`config.mk`:
```
export PLATFORM = sky130hd
export DESIGN_NAME = range_wrapped_integer_alu_core
export DESIGN_NICKNAME = d
export VERILOG_FILES = /design/src/hw/rtl/rwalu_pkg.sv /design/src/hw/rtl/rwalu_divider.sv /design/src/hw/rtl/range_wrapped_integer_alu_core.sv
export SDC_FILE = /design/constraint.sdc
export NUM_CORES = 2
export LEC_CHECK = 0
export BUFFER_PORTS_ARGS = -buffer_cell sky130_fd_sc_hd__buf_2
export CELL_PAD_IN_SITES_DETAIL_PLACEMENT = 0
export CELL_PAD_IN_SITES_GLOBAL_PLACEMENT = 1
export CORE_MARGIN = 4
export CORE_UTILIZATION = 55
export CTS_CLUSTER_DIAMETER = 40
export DETAILED_ROUTE_END_ITERATION = 8
export PLACE_DENSITY_LB_ADDON = 0.1
export SETUP_SLACK_MARGIN = 0.5
export SLEW_MARGIN = 10
export SYNTH_ARGS = -nofsm -noshare
export SYNTH_HDL_FRONTEND = slang
export SYNTH_SLANG_ARGS = --single-unit
```
`constraint.sdc`:
```
create_clock -name clk_i -period 19.3 [get_ports clk_i]
set_input_delay 3.86 -clock clk_i [delete_from_list [all_inputs] [get_ports clk_i]]
set_output_delay 3.86 -clock clk_i [all_outputs]
set_load 0.03 [all_outputs]
```
`src/hw/rtl/rwalu_pkg.sv`:
```
`timescale 1ns / 1ps
// shared types and codes of the range wrapped integer alu
package rwalu_pkg;

  localparam int unsigned OP_W      = 3;
  localparam int unsigned ST_W      = 2;
  localparam int unsigned REG_IDX_W = 1;

  typedef enum logic [OP_W-1:0] {
    OP_LOAD    = 3'd0,
    OP_ADD     = 3'd1,
    OP_SUB     = 3'd2,
    OP_PREINC  = 3'd3,
    OP_POSTINC = 3'd4,
    OP_MUL     = 3'd5,
    OP_DIV     = 3'd6,
    OP_NEG     = 3'd7
  } rwalu_op_e;

  typedef enum logic [ST_W-1:0] {
    ST_OK    = 2'd0,
    ST_NDIV  = 2'd1,
    ST_DIVZ  = 2'd2,
    ST_EMPTY = 2'd3
  } rwalu_status_e;

  localparam logic [REG_IDX_W-1:0] REG_RANGE_LOW  = 1'b0;
  localparam logic [REG_IDX_W-1:0] REG_RANGE_HIGH = 1'b1;

  typedef struct packed {
    logic start;
    logic long_run;
  } rwalu_div_ctrl_t;

  typedef struct packed {
    logic done;
    logic rem_zero;
  } rwalu_div_stat_t;

endpackage

```
`src/hw/rtl/rwalu_divider.sv`:
```
`timescale 1ns / 1ps
// shared restoring shift-subtract divider, one quotient bit per cycle
module rwalu_divider #(
  parameter int unsigned VALUE_WIDTH = 16
) (
  input  logic                         clk_i,
  input  logic                         rst_ni,
  input  rwalu_pkg::rwalu_div_ctrl_t   ctrl_i,
  input  logic [2*VALUE_WIDTH-1:0]     dividend_i,
  input  logic [VALUE_WIDTH:0]         divisor_i,
  output rwalu_pkg::rwalu_div_stat_t   stat_o,
  output logic [2*VALUE_WIDTH-1:0]     quotient_o,
  output logic [VALUE_WIDTH:0]         remainder_o
);
  import rwalu_pkg::*;

  localparam int unsigned DW = 2 * VALUE_WIDTH;
  localparam int unsigned RW = VALUE_WIDTH + 1;
  localparam int unsigned CW = $clog2(DW + 1);

  logic [DW-1:0] dvd_q, dvd_d;
  logic [RW-1:0] rem_q, rem_d;
  logic [RW-1:0] dvs_q, dvs_d;
  logic [CW-1:0] cnt_q, cnt_d;
  logic          done_q, done_d;
  logic [RW:0]   trial;
  logic [RW:0]   diff;
  logic          fits;

  assign trial = {rem_q, dvd_q[DW-1]};
  assign fits  = (trial >= {1'b0, dvs_q});
  assign diff  = trial - {1'b0, dvs_q};

  always_comb begin
    dvd_d  = dvd_q;
    rem_d  = rem_q;
    dvs_d  = dvs_q;
    cnt_d  = cnt_q;
    done_d = 1'b0;
    if (ctrl_i.start) begin
      dvd_d = dividend_i;
      dvs_d = divisor_i;
      rem_d = '0;
      cnt_d = ctrl_i.long_run ? CW'(DW) : CW'(VALUE_WIDTH);
    end else if (cnt_q != '0) begin
      rem_d  = fits ? diff[RW-1:0] : trial[RW-1:0];
      dvd_d  = {dvd_q[DW-2:0], fits};
      cnt_d  = cnt_q - CW'(1);
      done_d = (cnt_q == CW'(1));
    end
  end

  always_ff @(posedge clk_i or negedge rst_ni) begin
    if (!rst_ni) begin
      cnt_q  <= '0;
      done_q <= 1'b0;
    end else begin
      cnt_q  <= cnt_d;
      done_q <= done_d;
    end
  end

  always_ff @(posedge clk_i) begin
    dvd_q <= dvd_d;
    rem_q <= rem_d;
    dvs_q <= dvs_d;
  end

  assign stat_o.done     = done_q;
  assign stat_o.rem_zero = (rem_q == '0);
  assign quotient_o      = dvd_q;
  assign remainder_o     = rem_q;

endmodule

```
`src/hw/rtl/range_wrapped_integer_alu_core.sv`:
```
`timescale 1ns / 1ps
// range wrapped integer alu: accumulator kept in a configured circular range
//
//   channel   direction  tdata            tuser
//   s_axis    in         operand          req_type
//   m_axis    out        result_value     status
//   cfg       in         write only, index 0 range_low, 1 range_high
//
// the shared divider runs VALUE_WIDTH steps for an exact divide,
// then 2*VALUE_WIDTH steps for the range reduction of every ok result
// range empty, divide by zero and an inexact divide skip the reduction
// reset: accumulator 1, range 1..12
// a finished result waits in the output register; the next item is taken meanwhile
module range_wrapped_integer_alu_core #(
  parameter  int unsigned VALUE_WIDTH = 16,
  localparam int unsigned TDW         = ((VALUE_WIDTH + 7) / 8) * 8
) (
  input  logic                             clk_i,
  input  logic                             rst_ni,
  input  logic                             cfg_we_i,
  input  logic [rwalu_pkg::REG_IDX_W-1:0]  cfg_idx_i,
  input  logic [VALUE_WIDTH-1:0]           cfg_data_i,
  input  logic                             s_axis_tvalid,
  output logic                             s_axis_tready,
  input  logic [TDW-1:0]                   s_axis_tdata,  // operand
  input  logic [rwalu_pkg::OP_W-1:0]       s_axis_tuser,  // req_type
  output logic                             m_axis_tvalid,
  input  logic                             m_axis_tready,
  output logic [TDW-1:0]                   m_axis_tdata,  // result_value
  output logic [rwalu_pkg::ST_W-1:0]       m_axis_tuser   // status
);
  import rwalu_pkg::*;

  localparam int unsigned W  = VALUE_WIDTH;
  localparam int unsigned DW = 2 * W;
  localparam int unsigned XW = 2 * W + 1;

  localparam logic [2:0] S_IDLE = 3'd0;
  localparam logic [2:0] S_DIV  = 3'd1;
  localparam logic [2:0] S_DCHK = 3'd2;
  localparam logic [2:0] S_SUBL = 3'd3;
  localparam logic [2:0] S_MSET = 3'd4;
  localparam logic [2:0] S_MOD  = 3'd5;
  localparam logic [2:0] S_FIX  = 3'd6;
  localparam logic [2:0] S_WB   = 3'd7;

  logic [2:0]            state_q, state_d;
  logic signed [W-1:0]   acc_q, acc_d;
  logic signed [W-1:0]   low_q, high_q;
  rwalu_op_e             op_q, op_d;
  rwalu_status_e         status_q, status_d;
  logic signed [XW-1:0]  x_q, x_d;
  logic                  qneg_q, qneg_d;
  logic                  tneg_q, tneg_d;
  logic signed [W-1:0]   wrap_q, wrap_d;
  logic                  out_valid_q, out_valid_d;
  logic [W-1:0]          out_data_q, out_data_d;
  rwalu_status_e         out_status_q, out_status_d;

  rwalu_op_e             in_op;
  logic signed [W-1:0]   in_b;
  logic [W-1:0]          acc_abs, b_abs;
  logic signed [DW-1:0]  prod;
  logic signed [XW-1:0]  x_new;
  logic signed [XW-1:0]  x_abs;
  logic signed [XW-1:0]  q_ext;
  logic [W+1:0]          span_full;
  logic [W:0]            span;
  logic                  range_empty;
  logic [W:0]            r_adj;
  logic [W+1:0]          wrap_sum;
  logic                  out_free;

  rwalu_div_ctrl_t       div_ctrl;
  rwalu_div_stat_t       div_stat;
  logic [DW-1:0]         div_dividend;
  logic [W:0]            div_divisor;
  logic [DW-1:0]         div_quot;
  logic [W:0]            div_rem;

  rwalu_divider #(
    .VALUE_WIDTH(VALUE_WIDTH)
  ) u_divider (
    .clk_i       (clk_i),
    .rst_ni      (rst_ni),
    .ctrl_i      (div_ctrl),
    .dividend_i  (div_dividend),
    .divisor_i   (div_divisor),
    .stat_o      (div_stat),
    .quotient_o  (div_quot),
    .remainder_o (div_rem)
  );

  assign in_op       = rwalu_op_e'(s_axis_tuser);
  assign in_b        = s_axis_tdata[W-1:0];
  assign acc_abs     = acc_q[W-1] ? W'(-acc_q) : acc_q;
  assign b_abs       = in_b[W-1] ? W'(-in_b) : in_b;
  assign prod        = acc_q * in_b;
  assign span_full   = (W+2)'(high_q) - (W+2)'(low_q) + (W+2)'(1);
  assign span        = span_full[W:0];
  assign range_empty = (high_q < low_q);
  assign x_abs       = x_q[XW-1] ? -x_q : x_q;
  assign q_ext       = XW'(div_quot[W-1:0]);
  assign r_adj       = (tneg_q && !div_stat.rem_zero) ? (span - div_rem) : div_rem;
  assign wrap_sum    = {1'b0, r_adj} + (W+2)'(low_q);
  assign out_free    = !out_valid_q || m_axis_tready;
  assign s_axis_tready = (state_q == S_IDLE);

  always_comb begin
    unique case (in_op)
      OP_LOAD:    x_new = XW'(in_b);
      OP_ADD:     x_new = XW'(acc_q) + XW'(in_b);
      OP_SUB:     x_new = XW'(acc_q) - XW'(in_b);
      OP_PREINC:  x_new = XW'(acc_q) + XW'(1);
      OP_POSTINC: x_new = XW'(acc_q) + XW'(1);
      OP_MUL:     x_new = XW'(prod);
      OP_DIV:     x_new = '0;
      OP_NEG:     x_new = -XW'(acc_q);
      default:    x_new = '0;
    endcase
  end

  always_comb begin
    state_d      = state_q;
    acc_d        = acc_q;
    op_d         = op_q;
    status_d     = status_q;
    x_d          = x_q;
    qneg_d       = qneg_q;
    tneg_d       = tneg_q;
    wrap_d       = wrap_q;
    out_valid_d  = out_valid_q && !m_axis_tready;
    out_data_d   = out_data_q;
    out_status_d = out_status_q;
    div_ctrl     = '0;
    div_dividend = {acc_abs, W'(0)};
    div_divisor  = {1'b0, b_abs};
    unique case (state_q)
      S_IDLE: begin
        if (s_axis_tvalid) begin
          op_d     = in_op;
          status_d = ST_OK;
          priority if (range_empty) begin
            status_d = ST_EMPTY;
            state_d  = S_WB;
          end else if (in_op == OP_DIV && in_b == '0) begin
            status_d = ST_DIVZ;
            state_d  = S_WB;
          end else if (in_op == OP_DIV) begin
            div_ctrl.start = 1'b1;
            qneg_d         = acc_q[W-1] ^ in_b[W-1];
            state_d        = S_DIV;
          end else begin
            x_d     = x_new;
            state_d = S_SUBL;
          end
        end
      end
      S_DIV: begin
        if (div_stat.done) begin
          state_d = S_DCHK;
        end
      end
      S_DCHK: begin
        if (!div_stat.rem_zero) begin
          status_d = ST_NDIV;
          state_d  = S_WB;
        end else begin
          x_d     = qneg_q ? -q_ext : q_ext;
          state_d = S_SUBL;
        end
      end
      S_SUBL: begin
        x_d     = x_q - XW'(low_q);
        state_d = S_MSET;
      end
      S_MSET: begin
        div_ctrl.start    = 1'b1;
        div_ctrl.long_run = 1'b1;
        div_dividend      = x_abs[DW-1:0];
        div_divisor       = span;
        tneg_d            = x_q[XW-1];
        state_d           = S_MOD;
      end
      S_MOD: begin
        if (div_stat.done) begin
          state_d = S_FIX;
        end
      end
      S_FIX: begin
        wrap_d  = wrap_sum[W-1:0];
        state_d = S_WB;
      end
      S_WB: begin
        if (out_free) begin
          out_valid_d  = 1'b1;
          out_status_d = status_q;
          if (status_q != ST_OK || op_q == OP_POSTINC) begin
            out_data_d = acc_q;
          end else begin
            out_data_d = wrap_q;
          end
          if (status_q == ST_OK && op_q != OP_NEG) begin
            acc_d = wrap_q;
          end
          state_d = S_IDLE;
        end
      end
      default: state_d = S_IDLE;
    endcase
  end

  always_ff @(posedge clk_i or negedge rst_ni) begin
    if (!rst_ni) begin
      state_q     <= S_IDLE;
      acc_q       <= W'(1);
      out_valid_q <= 1'b0;
    end else begin
      state_q     <= state_d;
      acc_q       <= acc_d;
      out_valid_q <= out_valid_d;
    end
  end

  always_ff @(posedge clk_i or negedge rst_ni) begin
    if (!rst_ni) begin
      low_q  <= W'(1);
      high_q <= W'(12);
    end else if (cfg_we_i) begin
      unique case (cfg_idx_i)
        REG_RANGE_LOW:  low_q  <= cfg_data_i;
        REG_RANGE_HIGH: high_q <= cfg_data_i;
        default: ;
      endcase
    end
  end

  always_ff @(posedge clk_i) begin
    op_q         <= op_d;
    status_q     <= status_d;
    x_q          <= x_d;
    qneg_q       <= qneg_d;
    tneg_q       <= tneg_d;
    wrap_q       <= wrap_d;
    out_data_q   <= out_data_d;
    out_status_q <= out_status_d;
  end

  assign m_axis_tvalid = out_valid_q;
  assign m_axis_tdata  = TDW'(out_data_q);
  assign m_axis_tuser  = out_status_q;

endmodule

```
# --- Word level (Yosys, flattened, before mapping) ---
# Index checks and enable logic that the tools add are counted.
# W data, S select, Z words.
classes:
  n_addsub: 15
  n_mul: 1
  div: 0
  n_lt_le_gt_ge: 2
  n_eq_ne: 26
  shift: 0
  n_mux: 45
  bitwise: 4
  n_reduce_logical: 29
op_table:
  columns: ["cell", "count"]
  rows:
  - ["$mux W33", 6]
  - ["$pmux W33 S6", 1]
  - ["$mux W32", 4]
  - ["$pmux W33 S3", 1]
  - ["$mux W16", 5]
  - ["$neg A16 Y33", 2]
  - ["$sub A16 B16 Y17", 2]
  - ["$sub A33 B16 Y33", 1]
  - ["$mul A16 B16 Y32", 1]
  - ["$neg A16 Y16", 2]
  - ["$neg A32 Y32", 1]
  - ["$eq A3 B3 Y1 const B", 9]
  - ["$pmux W3 S8", 1]
  - ["$mux W3", 7]
  - ["$ge A18 B17 Y1", 1]
  - ["$mux W6", 3]
  - ["$add A16 B16 Y17", 1]
  - ["$add A16 B2 Y17 const B", 1]
  - ["$add A17 B2 Y17 const B", 1]
  - ["$logic_not A17 Y1", 1]
  - ["$mux W17", 1]
  - ["$sub A17 B17 Y17", 1]
  - ["$add A16 B16 Y16", 1]
  - ["$logic_not A16 Y1", 1]
  - ["other kinds (29)", 67]
totals:
  regBits: 199
  latchBits: 0
  ram_bits: 0
  romBits: 0
  output_inout_bits: 20
  elab_cells: 141
  mem_count: 0

# --- Depth between registers and ports, before layout ---
depth:
  ltp_word: 8
  depth_mapped: 28
  depth_no_buf: 27

# --- Modules after synthesis ---
# From an unflattened synthesis, not the netlist that was laid out.
unflattened:
  cells_unflattened: 3217
  area_unflattened_um2: 28056.9
by_module_without_submodules:
  columns: ["module", "instances", "cells_per_inst", "area_each_um2", "seq_area_each_um2"]
  rows:
  - ["range_wrapped_integer_alu_core", 1, 2879, 24190.7, 3528.4]
  - ["rwalu_divider", 1, 338, 3866.2, 1986.9]

# --- Worst setup path before layout ---
# Ideal clock, no wire load.
synth_timing:
  kind: "input port to flip-flop"
  from: "input port s_axis_tdata[15]"
  to: "register x_q[25], data pin"
  arrival_time_ns: 9.988
  required_time_ns: 19.039
  slack_ns: 9.052
  stages: 22
  n_path_buf: 2
  path_cell_list: "clkbuf_1 > clkinv_1 > clkbuf_1 > nor2_1 > fa_1 > fa_1 > fa_1 > fa_1 > fa_1 > inv_1 > fa_1 > inv_1 > ha_1 > a21o_1 > a211oi_1 > nor2_1 > o21a_1 > a211oi_1 > o21ai_0 > xor2_1 > a21o_1 > a221o_1"
synth_via:
  elab_chain_len: 7
  elab_cells_between_ends: 9
synth_rtl:
  columns: ["element", "line_no", "rtl"]
  rows:
  - ["from (decl)", "range_wrapped_integer_alu_core.sv:25", "input logic [TDW-1:0] s_axis_tdata,"]
  - ["$mul A16 B16 Y32, or another cell as far along", "range_wrapped_integer_alu_core.sv:98", "assign prod = acc_q * in_b;"]
  - ["$pmux W33 S6 (*)", "range_wrapped_integer_alu_core.sv:110", "unique case (in_op)"]
  - ["$mux W33 (*)", "range_wrapped_integer_alu_core.sv:149", "end else if (in_op == OP_DIV) begin"]
  - ["$mux W33 (*)", "range_wrapped_integer_alu_core.sv:146", "end else if (in_op == OP_DIV && in_b == '0) begin"]
  - ["$mux W33 (*)", "range_wrapped_integer_alu_core.sv:143", "priority if (range_empty) begin"]
  - ["$mux W33 (*)", "range_wrapped_integer_alu_core.sv:140", "if (s_axis_tvalid) begin"]
  - ["$pmux W33 S3 (*)", "range_wrapped_integer_alu_core.sv:138", "unique case (state_q)"]
  - ["via x_d[25]", "range_wrapped_integer_alu_core.sv:52", "logic signed [XW-1:0] x_q, x_d;"]
  - ["to (signal assigned)", "range_wrapped_integer_alu_core.sv:241", "x_q <= x_d;"]
  - ["to (decl)", "range_wrapped_integer_alu_core.sv:52", null]
# The timed path passes the listed nets; every way through them passes the cells marked *. The select of a mux whose other input is x is not followed.
# A chain may end at the register's enable or synchronous reset.

# --- Worst setup path in the final report ---
layout_timing:
  from: "input port s_axis_tdata[15]"
  to: "register x_q[32], data pin"
# The elaborated chain is that of the path after synthesis.

==> flow_metrics.env <==
export IMPL_num_io_pins=61
export IMPL_die_h_um=231.1
export IMPL_core_region_area_um2=49050
export IMPL_skew_ns=0.01979
export IMPL_post_dp_cell_area_um2=28300
export IMPL_yosys_area_share_adder_pct=31.28
export IMPL_synth_edf_count=123
export IMPL_reg2reg_setup_slack_ns=11.63
export IMPL_drive_gt1_share_pct=6.605
export IMPL_p_per_area_nw_per_um2=54.89
export IMPL_synth_compound_area_share_pct=16.38
export IMPL_port_buffers=60
export IMPL_yosys_warnings=0
export IMPL_reg2reg_from="acc_q[0]$_DFFE_PN1P_"
export IMPL_route_detailed_drc=0
export IMPL_r2r_end="x_q[28]$_DFFE_PP_"
export IMPL_path_class="input port to flip-flop"
export IMPL_cp_start_kind="input port"
export IMPL_wl_per_cell_um=22.57
export IMPL_cts_resized=0
export IMPL_vdd_drop_max_v=0.00006585
export IMPL_cts_sinks=199
export IMPL_internal_power_w=0.0009541
export IMPL_grt_use_total_pct=32.45
export IMPL_syn2layout_area_growth_pct=5.501
export IMPL_dr_pass1_iters=6
export IMPL_synth_xor_area_share_pct=6.429
export IMPL_seq_area_frac_synth_pct=20.14
export IMPL_start_util_pct=55.83
export IMPL_fin_crit_sh_pct=57.51
export IMPL_worst_slack_ns=8.201
export IMPL_ys_ff_latch=199
export IMPL_pwr_share_seq_pct=31.1
export IMPL_synth_largest_area_cell="fa_1"
export IMPL_setup_viol=0
export IMPL_die_area_um2=53420
export IMPL_yosysTopAreaCellShare_pct=20.18
export IMPL_place_congestion=0.9586
export IMPL_vias=23260
export IMPL_slew_viol_final=0
export IMPL_setup_worst_path_end_class="flip-flop"
export IMPL_p_sw_w=0.0006318
export IMPL_synth_top_family_by_area="adder cells"
export IMPL_overflow=0
export IMPL_insertion_delay_ns=0.48
export IMPL_via_per_inst=6.121
export IMPL_tightestPinTransition_ns=1.103
export IMPL_ys_top_cells_by_area="fa_1 (20%), edfxtp_1 (13%), ha_1 (11%)"
export IMPL_max_slew_margin_rel_pct=26.01
export IMPL_hold_path_class="flip-flop to flip-flop"
export IMPL_postCtsSetupRepairBufs=0
export IMPL_synth_nets=3697
export IMPL_netlist_area_um2=27380
export IMPL_cts_buffer_depth=2
export IMPL_synth_flop_cell="edfxtp_1"
export IMPL_die_w_um=231.1
export IMPL_synth_mux_area_share_pct=2.454
export IMPL_layout_common_cells="inv_1 (471), nand2_1 (291), fa_1 (276), ha_1 (243), nor2_1 (196)"
export IMPL_syn_area_per_cell_um2=8.729
export IMPL_tritoncts="done"
export IMPL_drt_antenna_violating_nets=0
export IMPL_fin_area_um2=28890
export IMPL_cts_hold_buffers_added=0
export IMPL_setup_tns_ns=0
export IMPL_rsz0062_at_grt="false"
export IMPL_cp_arrival_ns=11.31
export IMPL_synthSimpleGateAreaFrac_pct=14.92
export IMPL_swShare_pct=39.84
export IMPL_total_leakage_power_nw=13.18
export IMPL_cp_max_fo=21
export IMPL_syn_inst=3137
export IMPL_rr_worst_depth=22
export IMPL_synth_distinct_cells=83
export IMPL_p_clk_share_pct=23.5
export IMPL_clk_pin_slew_worst_paths_ns=0.09
export IMPL_antenna_found_initial=4
export IMPL_async_reset_ff_share_pct=29.65
export IMPL_outcome="completed"
export IMPL_final_common_cell="inv_1"
export IMPL_pre_cts_slack_ns=7.793
export IMPL_numCtsBuffers=17
export IMPL_layout_nets=3681
export IMPL_whs_endpoint="m_axis_tuser[1]$_DFFE_PP_"
export IMPL_cts_root_buf="clkbuf_16"
export IMPL_grt_start_max_net_pins=60
export IMPL_drtIter0Drc=2232
export IMPL_hold_viol_final=0
export IMPL_maxClockFrequency_mhz=90.10
export IMPL_grt_pass1_wl_mm=134.9
export IMPL_required_ns=19.51
export IMPL_power_total_w=0.001586
export IMPL_dp_hpwl_mm=67.09
export IMPL_pwr_share_comb_pct=45.4
export IMPL_holdPathStages=0
export IMPL_hp_start="status_q[1]$_SDFFCE_PP0P_"
export IMPL_totalWireLength_mm=85.76
export IMPL_fin_crit_ns=11.10
export IMPL_maxCapViolCount=0
export IMPL_h_tree_depth=4
export IMPL_rows=81
export IMPL_grt_pass1_vias=23440
-- synthesized netlist by cell type, types with 21 or more instances --
cell      instances
a31oi_1          21
xnor2_1         118
or3_1            27
nand3_1          53
nor2b_1          30
nand2b_1         40
edfxtp_1        123
a21o_1           42
fa_1            276
clkbuf_1        122
nand2_1         291
mux2_2           49
a21oi_1         157
o221ai_1         22
nor3_1           49
nor2_1          198
o31ai_1          27
dfrtp_1          55
o21ai_0         184
a211oi_1         43
ha_1            243
o211ai_1         26
inv_1           472
xor2_1           83
and2_1           91
-- per-stage QoR --
step | std cells | utilization, % | hold slack [ns]
final | 3799 | 58.90 | 0.4640
after global routing | 3798 | 58.89 | 0.4820
after CTS | 3798 | 58.89 | 0.4632
after detailed placement | 3766 | 57.69 | 0.4440
after global placement | 3766 | 57.69 | 0.4532
after floorplan | 3137 | - | 0.4272
-- flip-flops by register name, summed over array words and instances, names as in the netlist, 2 cells and up --
signal                 flops
acc_q                     16
high_q                    16
low_q                     16
m_axis_tdata              16
m_axis_tuser               2
op_q                       3
state_q                    3
status_q                   2
u_divider.cnt_q            6
u_divider.dvs_q           17
u_divider.quotient_o      32
u_divider.remainder_o     17
wrap_q                    16
x_q                       33
-- cell families after synthesis --
group | count (synthesis)
and+or+nand+nor | 859
xor gates and xnor gates | 201
adders and majority gates | 519
muxes | 61
AOI/OAI and AO/OA | 688
DFF | 199
buffers and inverters | 610
-- critical path, cell delays in order --
cell and delay (ns):
buf_2 0.39, clkinv_1 0.79, nor2_1 0.38, fa_1 0.47, fa_1 0.54, fa_1 0.54, fa_1 0.53, fa_1 0.55
inv_1 0.06, fa_1 0.54, inv_1 0.05, ha_1 0.33, a21o_1 0.21, a211oi_1 0.42, o31a_1 0.21, o211ai_1 0.09
a21oi_1 0.22, nor3_1 0.10, a2111oi_1 0.44, xnor2_1 0.14, a21boi_0 0.29, o2111ai_1 0.16
-- routing by layer --
metal	global-route usage (%)	up-vias	share of wire, %
met5	0	-	0.036
met4	8.457	4	2.7
met3	6.219	137	8.0
met2	51.66	935	45
met1	45.91	11590	44
li1	-	10590	-
-- final cells by class --
cell class	instances	area [µm²]
fill	4506	20160
sequential	199	5515
clock buffer	18	429.2
inverter	478	1794
timing repair buffer	97	578.1
tap	664	830.8
multi-input combinational	2328	19580
clock inverter	14	160.2
antenna	1	2.502
-- worst max-delay path by stage --
stage	start	to	slack, ns
2_1_floorplan	s_axis_tdata[15]	x_q[25]$_DFFE_PP_	9.05
3_3_place_gp	s_axis_tdata[15]	x_q[32]$_DFFE_PP_	8.06
3_5_place_dp	s_axis_tdata[15]	x_q[32]$_DFFE_PP_	7.79
4_1_cts	s_axis_tdata[15]	x_q[32]$_DFFE_PP_	8.28
5_1_grt	s_axis_tdata[15]	x_q[32]$_DFFE_PP_	7.76
6_report	s_axis_tdata[15]	x_q[32]$_DFFE_PP_	8.20
-- power by group through the flow --
stage / logic [W] / clock network [W] / registers [W]
final: 0.000720 / 0.000373 / 0.000492
after floorplan: 0.000517 / 0 / 0.000498
after detailed placement: 0.000705 / 0 / 0.000502
after global routing: 0.000787 / 0.000395 / 0.000493
after global placement: 0.000686 / 0 / 0.000501
after CTS: 0.000712 / 0.000376 / 0.000492
(Power assumes the default switching activity.)
